===== src/sv/ookpwd_pkg.sv =====
//------------------------------------------------------------------------------
// ookpwd_pkg
// Shared types, constants and timing tables of the OOK pulse width decoder.
//------------------------------------------------------------------------------
`default_nettype none

package ookpwd_pkg;

   // Field widths
   localparam int DUR_W     = 16;
   localparam int UNIT_W    = 13;
   localparam int WIN_W     = 14;
   localparam int CNT_W     = 8;
   localparam int PROT_W    = 2;
   localparam int TOL_W     = 7;
   localparam int CODE_W    = 32;
   localparam int CSR_IDX_W = 1;
   localparam int CSR_DAT_W = 7;

   // Frame limits
   localparam logic [CNT_W-1:0] MAX_CHANGES  = 8'd67;
   localparam logic [CNT_W-1:0] STORED_MIN   = 8'd6;
   localparam int               CODE_BITS_DEF = 32;

   // Constant divider: quotient = (num * recip) >> DIV_SHIFT, one correction step
   localparam int DIV_SHIFT = 20;
   localparam int NUM_W     = 20;
   localparam int RECIP_W   = 17;
   localparam int DIVR_W    = 7;
   localparam int PROD_W    = NUM_W + RECIP_W;
   localparam int QC_W      = 24;
   localparam int CTR_W     = 17;
   localparam int MULT_W    = 4;

   // Register indexes
   localparam logic [CSR_IDX_W-1:0] CSR_PROTOCOL  = 1'b0;
   localparam logic [CSR_IDX_W-1:0] CSR_TOLERANCE = 1'b1;

   // Protocol codes
   localparam logic [PROT_W-1:0] PROTO_ONE   = 2'd0;
   localparam logic [PROT_W-1:0] PROTO_TWO   = 2'd1;
   localparam logic [PROT_W-1:0] PROTO_THREE = 2'd2;
   localparam logic [PROT_W-1:0] PROTO_RSVD  = 2'd3;

   // Divisor selects: the three sync factors share codes with the protocols
   localparam logic [PROT_W-1:0] DIV_PERCENT = 2'd3;

   localparam logic [TOL_W-1:0] TOL_RESET = 7'd60;

   // Controller to datapath commands
   typedef struct packed {
      logic capture;    // take the accepted item
      logic div_mul;    // first half of a constant division
      logic div_win;    // divide the tolerance product instead of the duration
      logic unit_fix;   // unit from quotient, open the frame
      logic tol_mul;    // unit times tolerance percent
      logic win_fix;    // window from quotient
      logic step;       // pulse count and pair phase
      logic centre;     // window centres for both bit patterns
      logic classify;   // pair compare and code shift
      logic finish;     // load the result and close the frame
   } cmd_type;

   // Datapath to controller status
   typedef struct packed {
      logic is_sync;
      logic is_last;
      logic pair_pending;
   } sts_type;

   function automatic logic [RECIP_W-1:0] recip(input logic [PROT_W-1:0] sel);
      logic [RECIP_W-1:0] r;
      case (sel)
         PROTO_ONE:   r = 17'd33825;   // 2^20 / 31
         PROTO_TWO:   r = 17'd104857;  // 2^20 / 10
         PROTO_THREE: r = 17'd14768;   // 2^20 / 71
         default:     r = 17'd10485;   // 2^20 / 100
      endcase
      return r;
   endfunction

   function automatic logic [DIVR_W-1:0] divisor(input logic [PROT_W-1:0] sel);
      logic [DIVR_W-1:0] d;
      case (sel)
         PROTO_ONE:   d = 7'd31;
         PROTO_TWO:   d = 7'd10;
         PROTO_THREE: d = 7'd71;
         default:     d = 7'd100;
      endcase
      return d;
   endfunction

   // Pulse lengths in units, for the 0 pattern and the 1 pattern
   function automatic logic [MULT_W-1:0] zero_hi(input logic [PROT_W-1:0] p);
      logic [MULT_W-1:0] m;
      case (p)
         PROTO_TWO:   m = 4'd1;
         PROTO_THREE: m = 4'd4;
         default:     m = 4'd1;
      endcase
      return m;
   endfunction

   function automatic logic [MULT_W-1:0] zero_lo(input logic [PROT_W-1:0] p);
      logic [MULT_W-1:0] m;
      case (p)
         PROTO_TWO:   m = 4'd2;
         PROTO_THREE: m = 4'd11;
         default:     m = 4'd3;
      endcase
      return m;
   endfunction

   function automatic logic [MULT_W-1:0] one_hi(input logic [PROT_W-1:0] p);
      logic [MULT_W-1:0] m;
      case (p)
         PROTO_TWO:   m = 4'd2;
         PROTO_THREE: m = 4'd9;
         default:     m = 4'd3;
      endcase
      return m;
   endfunction

   function automatic logic [MULT_W-1:0] one_lo(input logic [PROT_W-1:0] p);
      logic [MULT_W-1:0] m;
      case (p)
         PROTO_TWO:   m = 4'd1;
         PROTO_THREE: m = 4'd6;
         default:     m = 4'd1;
      endcase
      return m;
   endfunction

endpackage

`default_nettype wire


===== src/sv/ookpwd_if.sv =====
//------------------------------------------------------------------------------
// ookpwd_if
// Valid/ready channels for pulse durations in and decoded frames out.
//------------------------------------------------------------------------------
`default_nettype none

interface ookpwd_req_if;
   logic                          valid;
   logic                          ready;
   logic [ookpwd_pkg::DUR_W-1:0]  duration_us;
   logic                          is_sync;
   logic                          is_last;

   modport source (output valid, duration_us, is_sync, is_last, input ready);
   modport sink   (input valid, duration_us, is_sync, is_last, output ready);
endinterface

interface ookpwd_rsp_if;
   logic                          valid;
   logic                          ready;
   logic [ookpwd_pkg::CODE_W-1:0] received_code;
   logic [ookpwd_pkg::CNT_W-1:0]  bit_count;
   logic [ookpwd_pkg::UNIT_W-1:0] unit_delay;
   logic [ookpwd_pkg::PROT_W-1:0] protocol_used;
   logic                          stored;
   logic                          success;

   modport source (output valid, received_code, bit_count, unit_delay, protocol_used,
                   stored, success, input ready);
   modport sink   (input valid, received_code, bit_count, unit_delay, protocol_used,
                   stored, success, output ready);
endinterface

`default_nettype wire


===== src/sv/ook_pulse_width_decoder.sv =====
//------------------------------------------------------------------------------
// ook_pulse_width_decoder
// Top level of the OOK remote-control pulse width decoder.
//------------------------------------------------------------------------------
// One duration is taken at a time. A plain duration that opens a high/low
// pair passes through the step state only. One that closes a pair of a
// frame that has not failed also passes through the centre and classify
// states, because the window centres are registered before the compare. A
// closing duration in a failed or overlong frame skips those two states. A
// sync gap runs the shared constant divider (reciprocal multiply, then
// remainder correction) twice: once for the unit delay and once for the
// tolerance window after the unit-times-percent multiply. A last duration
// also holds the block until the result register is free; a result still
// waiting in that register does not stop further durations from being taken.
// Configuration writes take effect at the next item that samples them.
`default_nettype none

module ook_pulse_width_decoder #(
   parameter int CODE_BITS = ookpwd_pkg::CODE_BITS_DEF
) (
   input  wire                                clock,
   input  wire                                reset,
   ookpwd_req_if.sink                         req_chan,
   ookpwd_rsp_if.source                       rsp_chan,
   input  wire                                csr_we,
   input  wire  [ookpwd_pkg::CSR_IDX_W-1:0]   csr_index,
   input  wire  [ookpwd_pkg::CSR_DAT_W-1:0]   csr_data
);

   ookpwd_pkg::cmd_type cmd;
   ookpwd_pkg::sts_type sts;
   logic                req_ready;
   logic                rsp_valid;

   assign req_chan.ready = req_ready;
   assign rsp_chan.valid = rsp_valid;

   // Sequencer
   ookpwd_ctrl u_ctrl (
      .clock     (clock),
      .reset     (reset),
      .req_valid (req_chan.valid),
      .req_ready (req_ready),
      .rsp_valid (rsp_valid),
      .rsp_ready (rsp_chan.ready),
      .sts       (sts),
      .cmd       (cmd)
   );

   // Datapath
   ookpwd_dp #(
      .CODE_BITS (CODE_BITS)
   ) u_dp (
      .clock         (clock),
      .reset         (reset),
      .csr_we        (csr_we),
      .csr_index     (csr_index),
      .csr_data      (csr_data),
      .duration_us   (req_chan.duration_us),
      .is_sync       (req_chan.is_sync),
      .is_last       (req_chan.is_last),
      .cmd           (cmd),
      .sts           (sts),
      .received_code (rsp_chan.received_code),
      .bit_count     (rsp_chan.bit_count),
      .unit_delay    (rsp_chan.unit_delay),
      .protocol_used (rsp_chan.protocol_used),
      .stored        (rsp_chan.stored),
      .success       (rsp_chan.success)
   );

endmodule

`default_nettype wire


===== src/sv/ookpwd_ctrl.sv =====
//------------------------------------------------------------------------------
// ookpwd_ctrl
// Sequencer: walks one item through the datapath and owns the result valid.
//------------------------------------------------------------------------------
`default_nettype none

module ookpwd_ctrl (
   input  wire                  clock,
   input  wire                  reset,
   input  wire                  req_valid,
   output logic                 req_ready,
   output logic                 rsp_valid,
   input  wire                  rsp_ready,
   input  ookpwd_pkg::sts_type  sts,
   output ookpwd_pkg::cmd_type  cmd
);

   typedef enum logic [9:0] {
      ST_IDLE     = 10'b00_0000_0001,
      ST_UNIT_MUL = 10'b00_0000_0010,
      ST_UNIT_FIX = 10'b00_0000_0100,
      ST_TOL_MUL  = 10'b00_0000_1000,
      ST_WIN_MUL  = 10'b00_0001_0000,
      ST_WIN_FIX  = 10'b00_0010_0000,
      ST_STEP     = 10'b00_0100_0000,
      ST_CENTRE   = 10'b00_1000_0000,
      ST_CLASSIFY = 10'b01_0000_0000,
      ST_DONE     = 10'b10_0000_0000
   } state_type;

   state_type state_ff, state_in;
   logic      rsp_valid_ff, rsp_valid_in;
   logic      out_free;

   // Output register can take a result when empty or drained this cycle
   assign out_free  = !rsp_valid_ff || rsp_ready;
   assign req_ready = (state_ff == ST_IDLE);
   assign rsp_valid = rsp_valid_ff;

   // Next state and commands
   always_comb begin
      state_in = state_ff;
      cmd      = '0;
      unique case (state_ff)
         ST_IDLE: begin
            if (req_valid) begin
               cmd.capture = 1'b1;
               state_in    = ST_STEP;
            end
         end
         ST_STEP: begin
            if (sts.is_sync) begin
               state_in = ST_UNIT_MUL;
            end else begin
               cmd.step = 1'b1;
               state_in = sts.pair_pending ? ST_CENTRE : ST_DONE;
            end
         end
         ST_UNIT_MUL: begin
            cmd.div_mul = 1'b1;
            state_in    = ST_UNIT_FIX;
         end
         ST_UNIT_FIX: begin
            cmd.unit_fix = 1'b1;
            state_in     = ST_TOL_MUL;
         end
         ST_TOL_MUL: begin
            cmd.tol_mul = 1'b1;
            state_in    = ST_WIN_MUL;
         end
         ST_WIN_MUL: begin
            cmd.div_mul = 1'b1;
            cmd.div_win = 1'b1;
            state_in    = ST_WIN_FIX;
         end
         ST_WIN_FIX: begin
            cmd.win_fix = 1'b1;
            state_in    = ST_DONE;
         end
         ST_CENTRE: begin
            cmd.centre = 1'b1;
            state_in   = ST_CLASSIFY;
         end
         ST_CLASSIFY: begin
            cmd.classify = 1'b1;
            state_in     = ST_DONE;
         end
         ST_DONE: begin
            if (!sts.is_last) begin
               state_in = ST_IDLE;
            end else if (out_free) begin
               cmd.finish = 1'b1;
               state_in   = ST_IDLE;
            end
         end
         default: state_in = ST_IDLE;
      endcase
   end

   // Result valid
   always_comb begin
      rsp_valid_in = rsp_valid_ff;
      if (cmd.finish) begin
         rsp_valid_in = 1'b1;
      end else if (rsp_ready) begin
         rsp_valid_in = 1'b0;
      end
   end

   always_ff @(posedge clock) begin
      if (reset) begin
         state_ff     <= ST_IDLE;
         rsp_valid_ff <= 1'b0;
      end else begin
         state_ff     <= state_in;
         rsp_valid_ff <= rsp_valid_in;
      end
   end

endmodule

`default_nettype wire


===== src/sv/ookpwd_dp.sv =====
//------------------------------------------------------------------------------
// ookpwd_dp
// Datapath: config registers, unit and window division, pair classifier,
// frame state and the result register.
//------------------------------------------------------------------------------
`default_nettype none

module ookpwd_dp #(
   parameter int CODE_BITS = ookpwd_pkg::CODE_BITS_DEF
) (
   input  wire                                  clock,
   input  wire                                  reset,
   // config
   input  wire                                  csr_we,
   input  wire  [ookpwd_pkg::CSR_IDX_W-1:0]     csr_index,
   input  wire  [ookpwd_pkg::CSR_DAT_W-1:0]     csr_data,
   // item in
   input  wire  [ookpwd_pkg::DUR_W-1:0]         duration_us,
   input  wire                                  is_sync,
   input  wire                                  is_last,
   // control
   input  ookpwd_pkg::cmd_type                  cmd,
   output ookpwd_pkg::sts_type                  sts,
   // result
   output logic [ookpwd_pkg::CODE_W-1:0]        received_code,
   output logic [ookpwd_pkg::CNT_W-1:0]         bit_count,
   output logic [ookpwd_pkg::UNIT_W-1:0]        unit_delay,
   output logic [ookpwd_pkg::PROT_W-1:0]        protocol_used,
   output logic                                 stored,
   output logic                                 success
);

   localparam int DUR_W   = ookpwd_pkg::DUR_W;
   localparam int UNIT_W  = ookpwd_pkg::UNIT_W;
   localparam int WIN_W   = ookpwd_pkg::WIN_W;
   localparam int CNT_W   = ookpwd_pkg::CNT_W;
   localparam int PROT_W  = ookpwd_pkg::PROT_W;
   localparam int TOL_W   = ookpwd_pkg::TOL_W;
   localparam int CODE_W  = ookpwd_pkg::CODE_W;
   localparam int NUM_W   = ookpwd_pkg::NUM_W;
   localparam int RECIP_W = ookpwd_pkg::RECIP_W;
   localparam int DIVR_W  = ookpwd_pkg::DIVR_W;
   localparam int PROD_W  = ookpwd_pkg::PROD_W;
   localparam int QC_W    = ookpwd_pkg::QC_W;
   localparam int CTR_W   = ookpwd_pkg::CTR_W;
   localparam int CMP_W   = CTR_W + 1;

   // Strict window test: c - w < v < c + w, done without signs
   function automatic logic in_window(input logic [DUR_W-1:0] v,
                                      input logic [CTR_W-1:0] c,
                                      input logic [WIN_W-1:0] w);
      logic [CMP_W-1:0] vw;
      logic [CMP_W-1:0] cw;
      vw = CMP_W'(v) + CMP_W'(w);
      cw = CMP_W'(c) + CMP_W'(w);
      return (vw > CMP_W'(c)) && (CMP_W'(v) < cw);
   endfunction

   // Config registers
   logic [PROT_W-1:0] protocol_ff;
   logic [TOL_W-1:0]  tol_ff;

   always_ff @(posedge clock) begin
      if (reset) begin
         protocol_ff <= ookpwd_pkg::PROTO_ONE;
         tol_ff      <= ookpwd_pkg::TOL_RESET;
      end else if (csr_we) begin
         if (csr_index == ookpwd_pkg::CSR_PROTOCOL) begin
            protocol_ff <= csr_data[PROT_W-1:0];
         end else begin
            tol_ff <= csr_data;
         end
      end
   end

   // Captured item, protocol folded to a valid one
   logic [DUR_W-1:0]  dur_ff;
   logic              sync_ff;
   logic              last_ff;
   logic [PROT_W-1:0] prot_ff;
   logic [PROT_W-1:0] prot_eff;

   assign prot_eff = (protocol_ff == ookpwd_pkg::PROTO_RSVD) ? ookpwd_pkg::PROTO_ONE
                                                             : protocol_ff;

   always_ff @(posedge clock) begin
      if (cmd.capture) begin
         dur_ff  <= duration_us;
         sync_ff <= is_sync;
         last_ff <= is_last;
         prot_ff <= prot_eff;
      end
   end

   // Constant divider, first step: reciprocal multiply
   logic [NUM_W-1:0]  div_num_ff;
   logic [PROT_W-1:0] div_sel_ff;
   logic [PROD_W-1:0] div_prod_ff;
   logic [NUM_W-1:0]  div_num_in;
   logic [PROT_W-1:0] div_sel_in;
   logic [NUM_W-1:0]  tolprod_ff;

   assign div_num_in = cmd.div_win ? tolprod_ff : NUM_W'(dur_ff);
   assign div_sel_in = cmd.div_win ? ookpwd_pkg::DIV_PERCENT : prot_ff;

   always_ff @(posedge clock) begin
      if (cmd.div_mul) begin
         div_num_ff  <= div_num_in;
         div_sel_ff  <= div_sel_in;
         div_prod_ff <= PROD_W'(div_num_in) * PROD_W'(ookpwd_pkg::recip(div_sel_in));
      end
   end

   // Second step: estimate is exact or one short, fix by the remainder
   logic [RECIP_W-1:0] quot_est;
   logic [DIVR_W-1:0]  div_dv;
   logic [QC_W-1:0]    quot_rem;
   logic [RECIP_W-1:0] quot;

   assign quot_est = div_prod_ff[ookpwd_pkg::DIV_SHIFT +: RECIP_W];
   assign div_dv   = ookpwd_pkg::divisor(div_sel_ff);
   assign quot_rem = QC_W'(div_num_ff) - QC_W'(quot_est) * QC_W'(div_dv);
   assign quot     = (quot_rem >= QC_W'(div_dv)) ? quot_est + RECIP_W'(1) : quot_est;

   // Frame state
   logic [UNIT_W-1:0]    unit_ff, unit_in;
   logic [WIN_W-1:0]     window_ff, window_in;
   logic [CODE_BITS-1:0] code_ff, code_in;
   logic                 failed_ff, failed_in;
   logic [DUR_W-1:0]     held_ff, held_in;
   logic                 phase_ff, phase_in;
   logic [CNT_W-1:0]     count_ff, count_in;
   logic [NUM_W-1:0]     tolprod_in;
   logic                 overflow;

   // Window centres for the held high and the current low
   logic [CTR_W-1:0] c_zh_ff, c_zl_ff, c_oh_ff, c_ol_ff;

   always_ff @(posedge clock) begin
      if (cmd.centre) begin
         c_zh_ff <= CTR_W'(ookpwd_pkg::zero_hi(prot_ff)) * CTR_W'(unit_ff);
         c_zl_ff <= CTR_W'(ookpwd_pkg::zero_lo(prot_ff)) * CTR_W'(unit_ff);
         c_oh_ff <= CTR_W'(ookpwd_pkg::one_hi(prot_ff)) * CTR_W'(unit_ff);
         c_ol_ff <= CTR_W'(ookpwd_pkg::one_lo(prot_ff)) * CTR_W'(unit_ff);
      end
   end

   logic zero_ok, one_ok;
   assign zero_ok = in_window(held_ff, c_zh_ff, window_ff) &&
                    in_window(dur_ff, c_zl_ff, window_ff);
   assign one_ok  = in_window(held_ff, c_oh_ff, window_ff) &&
                    in_window(dur_ff, c_ol_ff, window_ff);

   assign overflow   = (count_ff >= ookpwd_pkg::MAX_CHANGES);
   assign tolprod_in = NUM_W'(unit_ff) * NUM_W'(tol_ff);

   // Status: a second pulse of a pair that still needs comparing
   assign sts.is_sync      = sync_ff;
   assign sts.is_last      = last_ff;
   assign sts.pair_pending = phase_ff && !failed_ff && !overflow;

   // Frame state updates
   always_comb begin
      unit_in   = unit_ff;
      window_in = window_ff;
      code_in   = code_ff;
      failed_in = failed_ff;
      held_in   = held_ff;
      phase_in  = phase_ff;
      count_in  = count_ff;

      if (cmd.unit_fix) begin
         unit_in   = quot[UNIT_W-1:0];
         code_in   = '0;
         failed_in = 1'b0;
         held_in   = '0;
         phase_in  = 1'b0;
         count_in  = CNT_W'(1);
      end

      if (cmd.win_fix) begin
         window_in = quot[WIN_W-1:0];
      end

      if (cmd.step) begin
         if (overflow) begin
            count_in  = ookpwd_pkg::MAX_CHANGES;
            failed_in = 1'b1;
            code_in   = '0;
         end else begin
            count_in = count_ff + CNT_W'(1);
         end
         if (!phase_ff) begin
            held_in  = dur_ff;
            phase_in = 1'b1;
         end else begin
            phase_in = 1'b0;
         end
      end

      // Zero pattern has priority over one pattern
      if (cmd.classify) begin
         if (zero_ok) begin
            code_in = {code_ff[CODE_BITS-2:0], 1'b0};
         end else if (one_ok) begin
            code_in = {code_ff[CODE_BITS-2:0], 1'b1};
         end else begin
            failed_in = 1'b1;
            code_in   = '0;
         end
      end

      // Close the frame after the last duration
      if (cmd.finish) begin
         failed_in = 1'b1;
         code_in   = '0;
         held_in   = '0;
         phase_in  = 1'b0;
         count_in  = '0;
      end
   end

   always_ff @(posedge clock) begin
      if (reset) begin
         unit_ff   <= '0;
         window_ff <= '0;
         code_ff   <= '0;
         failed_ff <= 1'b0;
         held_ff   <= '0;
         phase_ff  <= 1'b0;
         count_ff  <= '0;
      end else begin
         unit_ff   <= unit_in;
         window_ff <= window_in;
         code_ff   <= code_in;
         failed_ff <= failed_in;
         held_ff   <= held_in;
         phase_ff  <= phase_in;
         count_ff  <= count_in;
      end
   end

   always_ff @(posedge clock) begin
      if (cmd.tol_mul) begin
         tolprod_ff <= tolprod_in;
      end
   end

   // Result: an unpaired final pulse fails the frame
   logic [CODE_BITS+CODE_W-1:0] code_ext;
   logic [CODE_W-1:0]           code_out;

   assign code_ext = {{CODE_W{1'b0}}, code_ff};
   assign code_out = (failed_ff || phase_ff) ? '0 : code_ext[CODE_W-1:0];

   always_ff @(posedge clock) begin
      if (cmd.finish) begin
         received_code <= code_out;
         bit_count     <= count_ff >> 1;
         unit_delay    <= unit_ff;
         protocol_used <= prot_ff;
         stored        <= (count_ff > ookpwd_pkg::STORED_MIN);
         success       <= (code_out != '0);
      end
   end

endmodule

`default_nettype wire


===== src/flat_wrapper.sv =====
// flat-port wrapper written by rule: the top's interface ports become plain ports
module ook_pulse_width_decoder_flat 
#(
   parameter int CODE_BITS = ookpwd_pkg::CODE_BITS_DEF
)
  (clock, reset, csr_we, csr_index, csr_data, req_chan_valid, req_chan_duration_us, req_chan_is_sync, req_chan_is_last, req_chan_ready, rsp_chan_valid, rsp_chan_received_code, rsp_chan_bit_count, rsp_chan_unit_delay, rsp_chan_protocol_used, rsp_chan_stored, rsp_chan_success, rsp_chan_ready);
  ookpwd_req_if req_chan_i ();
  ookpwd_rsp_if rsp_chan_i ();
  input  wire clock;
  input  wire reset;
  input  wire csr_we;
  input  wire  [ookpwd_pkg::CSR_IDX_W-1:0] csr_index;
  input  wire  [ookpwd_pkg::CSR_DAT_W-1:0] csr_data;
  input wire logic [$bits(req_chan_i.valid)-1:0] req_chan_valid;
  input wire logic [$bits(req_chan_i.duration_us)-1:0] req_chan_duration_us;
  input wire logic [$bits(req_chan_i.is_sync)-1:0] req_chan_is_sync;
  input wire logic [$bits(req_chan_i.is_last)-1:0] req_chan_is_last;
  output wire logic [$bits(req_chan_i.ready)-1:0] req_chan_ready;
  output wire logic [$bits(rsp_chan_i.valid)-1:0] rsp_chan_valid;
  output wire logic [$bits(rsp_chan_i.received_code)-1:0] rsp_chan_received_code;
  output wire logic [$bits(rsp_chan_i.bit_count)-1:0] rsp_chan_bit_count;
  output wire logic [$bits(rsp_chan_i.unit_delay)-1:0] rsp_chan_unit_delay;
  output wire logic [$bits(rsp_chan_i.protocol_used)-1:0] rsp_chan_protocol_used;
  output wire logic [$bits(rsp_chan_i.stored)-1:0] rsp_chan_stored;
  output wire logic [$bits(rsp_chan_i.success)-1:0] rsp_chan_success;
  input wire logic [$bits(rsp_chan_i.ready)-1:0] rsp_chan_ready;
  assign req_chan_i.valid = req_chan_valid;
  assign req_chan_i.duration_us = req_chan_duration_us;
  assign req_chan_i.is_sync = req_chan_is_sync;
  assign req_chan_i.is_last = req_chan_is_last;
  assign req_chan_ready = req_chan_i.ready;
  assign rsp_chan_valid = rsp_chan_i.valid;
  assign rsp_chan_received_code = rsp_chan_i.received_code;
  assign rsp_chan_bit_count = rsp_chan_i.bit_count;
  assign rsp_chan_unit_delay = rsp_chan_i.unit_delay;
  assign rsp_chan_protocol_used = rsp_chan_i.protocol_used;
  assign rsp_chan_stored = rsp_chan_i.stored;
  assign rsp_chan_success = rsp_chan_i.success;
  assign rsp_chan_i.ready = rsp_chan_ready;
  ook_pulse_width_decoder #(.CODE_BITS(CODE_BITS)) u_core (.clock(clock), .reset(reset), .req_chan(req_chan_i), .rsp_chan(rsp_chan_i), .csr_we(csr_we), .csr_index(csr_index), .csr_data(csr_data));
endmodule

===== config.mk =====
export PLATFORM = sky130hd
export DESIGN_NAME = ook_pulse_width_decoder_flat
export DESIGN_NICKNAME = d
export VERILOG_FILES = /design/src/sv/ookpwd_pkg.sv /design/src/sv/ookpwd_if.sv /design/src/sv/ook_pulse_width_decoder.sv /design/src/sv/ookpwd_ctrl.sv /design/src/sv/ookpwd_dp.sv /design/src/flat_wrapper.sv
export SDC_FILE = /design/constraint.sdc
export NUM_CORES = 2
export LEC_CHECK = 0
export ABC_AREA = 1
export BUFFER_PORTS_ARGS = -buffer_cell sky130_fd_sc_hd__buf_2
export CAP_MARGIN = 10
export CORE_MARGIN = 2
export CORE_UTILIZATION = 35
export DETAILED_ROUTE_END_ITERATION = 6
export PLACE_DENSITY = 0.59
export SYNTH_ARGS = -nofsm -noshare
export SYNTH_HDL_FRONTEND = slang
export SYNTH_SLANG_ARGS = --single-unit

===== constraint.sdc =====
create_clock -name clock -period 13.55 [get_ports clock]
set_input_delay 4.065 -clock clock [delete_from_list [all_inputs] [get_ports clock]]
set_output_delay 4.065 -clock clock [all_outputs]
set_load 0.02 [all_outputs]

==> flow_summary.json <==
{
  "dp.final_hpwl_um": 93700,
  "hold_path.class": "register to register",
  "slew_violations": 0,
  "drtIter0Drc": 2158,
  "clk_latency_ns": 0.62,
  "vias": 32100,
  "first_pass_iters": 5,
  "met2_usage": 0.315,
  "worst_pin_slew_ns": 1.08,
  "grt_max_degree": 66,
  "htreeDepth": 2,
  "fin_tns_setup_ns": 0,
  "cts.sinks": 305,
  "slowest_stage": "fa_1",
  "cts_tree": "done",
  "cts_buffer_depth": 3,
  "ys_seq_area_frac": 0.204,
  "grt_pass1_wl_um": 175000,
  "synth_most_common_cell": "inv_1",
  "min_period_ns": 8.73,
  "busiest_layer": "met2",
  "root_buffer": "clkbuf_16",
  "required_ns": 13.88,
  "synthFlopType": "edfxtp_1",
  "path_max_fanout": 35,
  "ys_ff_latch": 305,
  "timing.critical_path.buf_inv": 9,
  "yosysWarnings": 0,
  "final_hold_viol_count": 0,
  "max_slew_margin": 0.281,
  "start_kind": "register",
  "fin_nets": 6079,
  "ir_drop_mv": 0.212,
  "skew_ns": 0.0497,
  "ys_top_cells_by_count": "inv_1 (1156), nand2_1 (876), ha_1 (564)",
  "core_um2": 113000,
  "synthToLayoutAreaGrowth_pct": 8.68,
  "path_clk_slew_ns": 0.06,
  "final_antenna_net_count": 0,
  "stdcell_area_um2": 43200,
  "yosys.area.top_type_share": 0.197,
  "gp_congestion": 0.936,
  "critPathTopFamily": "adder cells",
  "arrival_ns": 9.06,
  "synthCells": 5027,
  "cts_inserted_buffers": 39,
  "drc": 0,
  "worstSetupEndpointType": "register",
  "p_leak_nw": 22.5,
  "grt_usage": 0.193,
  "period_share": 0.644,
  "fp-row-count": 123,
  "post_cts_buffers": 0,
  "syn-mean-instance-area_um2": 7.91,
  "fp.dieH_um": 341,
  "post_drt_wl_per_cell_um": 16.8,
  "grt_antenna_before_repair": 5,
  "drive_above_1_share": 0.0451,
  "vias_per_cell": 4.84,
  "synth-edff-count": 200,
  "overflow": 0,
  "grt_pass1_vias": 31500,
  "setup_viol": 0,
  "dieArea_um2": 116000,
  "rsz0062_at_grt": "false",
  "async_flop_share": 0,
  "place_area_um2": 41900,
  "met3_usage": 0.0255,
  "cap_violations": 0,
  "max_stage_delay_ns": 0.55,
  "cts.repair.resized": 0,
  "wirelength_um": 112000,
  "port_buffers": 88,
  "fp.dieW_um": 341,
  "syn_area_um2": 39800,
  "max_freq_mhz": 115,
  "ys_types": 54,
  "p_per_area_nw_per_um2": 135,
  "postCtsHoldBufs": 0,
  "ios": 90,
  "start_util": 0.353,
  "synth_area_leaders": "fa_1 (20%), ha_1 (18%), edfxtp_1 (15%), inv_1 (11%), nand2_1 (8.3%)",
  "synth_top_area_cell": "fa_1",
  "critical_path_class": "register to register",
  "use_met1": 0.271,
  "outcome": "finished clean"
}
## where the power goes
| part | internal [mW] | total [mW] | switching, mW | leakage [nW] |
|---|---|---|---|---|
| Combinational | 1.30 | 3.62 | 2.32 | 19.1 |
| Clock | 0.649 | 1.10 | 0.449 | 0.642 |
| Sequential | 1.07 | 1.10 | 0.0301 | 2.79 |
## final timing paths
path	slack (ns)	end	start	cells after the start
max	4.82	u_core.u_dp.div_prod_ff[36]	u_core.u_ctrl.state_ff[8]	31
min	0.45	u_core.u_dp.bit_count[5]	u_core.u_dp.count_ff[6]	0
max reg2reg	4.82	u_core.u_dp.div_prod_ff[36]	u_core.u_ctrl.state_ff[8]	31
min reg2reg	0.45	u_core.u_dp.bit_count[5]	u_core.u_dp.count_ff[6]	0
## through the flow
step / util / worst slack, ns / power, mW / hold WS (ns) / cells
finish: 0.384 / 4.82 / 5.82 / 0.455 / 6626
global route: 0.384 / 4.27 / 6.47 / 0.475 / 6624
CTS: 0.384 / 4.98 / 5.88 / 0.460 / 6624
detailed placement: 0.372 / 5.04 / 4.75 / 0.444 / 6552
global placement: 0.372 / 5.20 / 4.73 / 0.445 / 6552
floorplan: - / 6.45 / 3.79 / 0.430 / 5044
## sequential cells by signal, summed over array words and instances (netlist names), 8 cells and up
signal and flops:
u_core.u_dp.unit_ff 13, u_core.u_dp.window_ff 14, u_core.u_dp.dur_ff 16, u_core.u_ctrl.state_ff 10
u_core.u_dp.div_num_ff 20, u_core.u_dp.received_code 32, u_core.u_dp.count_ff 8, u_core.u_dp.c_zh_ff 16
u_core.u_dp.c_zl_ff 17, u_core.u_dp.unit_delay 13, u_core.u_dp.div_prod_ff 17, u_core.u_dp.c_oh_ff 16
u_core.u_dp.held_ff 16, u_core.u_dp.c_ol_ff 16, u_core.u_dp.tolprod_ff 20, u_core.u_dp.code_ff 32
## kinds of logic after synthesis
| logic type | Yosys count | share of synthesized area |
|---|---|---|
| xor gates and xnor gates | 185 | 0.0409 |
| and+or+nand+nor | 1747 | 0.180 |
| other | 1 | 0.0000943 |
| buffers and inverters | 1272 | 0.123 |
| DFF | 305 | 0.204 |
| AOI/OAI and AO/OA | 562 | 0.0787 |
| adders and majority gates | 955 | 0.374 |
## worst register-to-register path: cells and delay by family (launching register included)
family	cells	cell delay [ns]
compound gates	4	0.79
flops	1	0.34
buf+inv	9	1.94
simple gates	10	1.65
fa+ha+maj	8	3.71
## cell usage in the layout, fill, tap and decap left out, drive strengths merged, types with 2 or more instances in the layout
cell	instances
o21bai	6
clkinv	13
nand3b	6
a21o	17
nor4	6
o21a	23
nor2	539
nor3	55
a221oi	2
o211ai	9
xor2	127
o21ai	131
a311oi	2
a21oi	309
buf	113
clkbuf	52
clkinvlp	3
inv	1166
or2	3
a211oi	23
conb	18
o31ai	6
diode	2
nor3b	2
fa	391
xnor2	58
edfxtp	200
a21boi	11
nand3	187
a31oi	20
dfxtp	105
nand4	43
ha	564
bufinv	5
nand2	904
## area by class of cell
cell class,instances,area (um^2)
well taps,1500,1880
clock buffers,52,1040
inverters,1167,4380
flip-flops and latches,305,8110
clock inverters,20,297
multi-input cells,3467,26900
diodes,2,5.00
fillers,11700,69400
repair buffers,113,628
## metal layers
layer	vias up	wire, um
met2	815	50800
met3	126	6290
met4	2	2360
li1	15800	-
met1	15300	52200
met5	-	12
(Power assumes the default switching activity.)
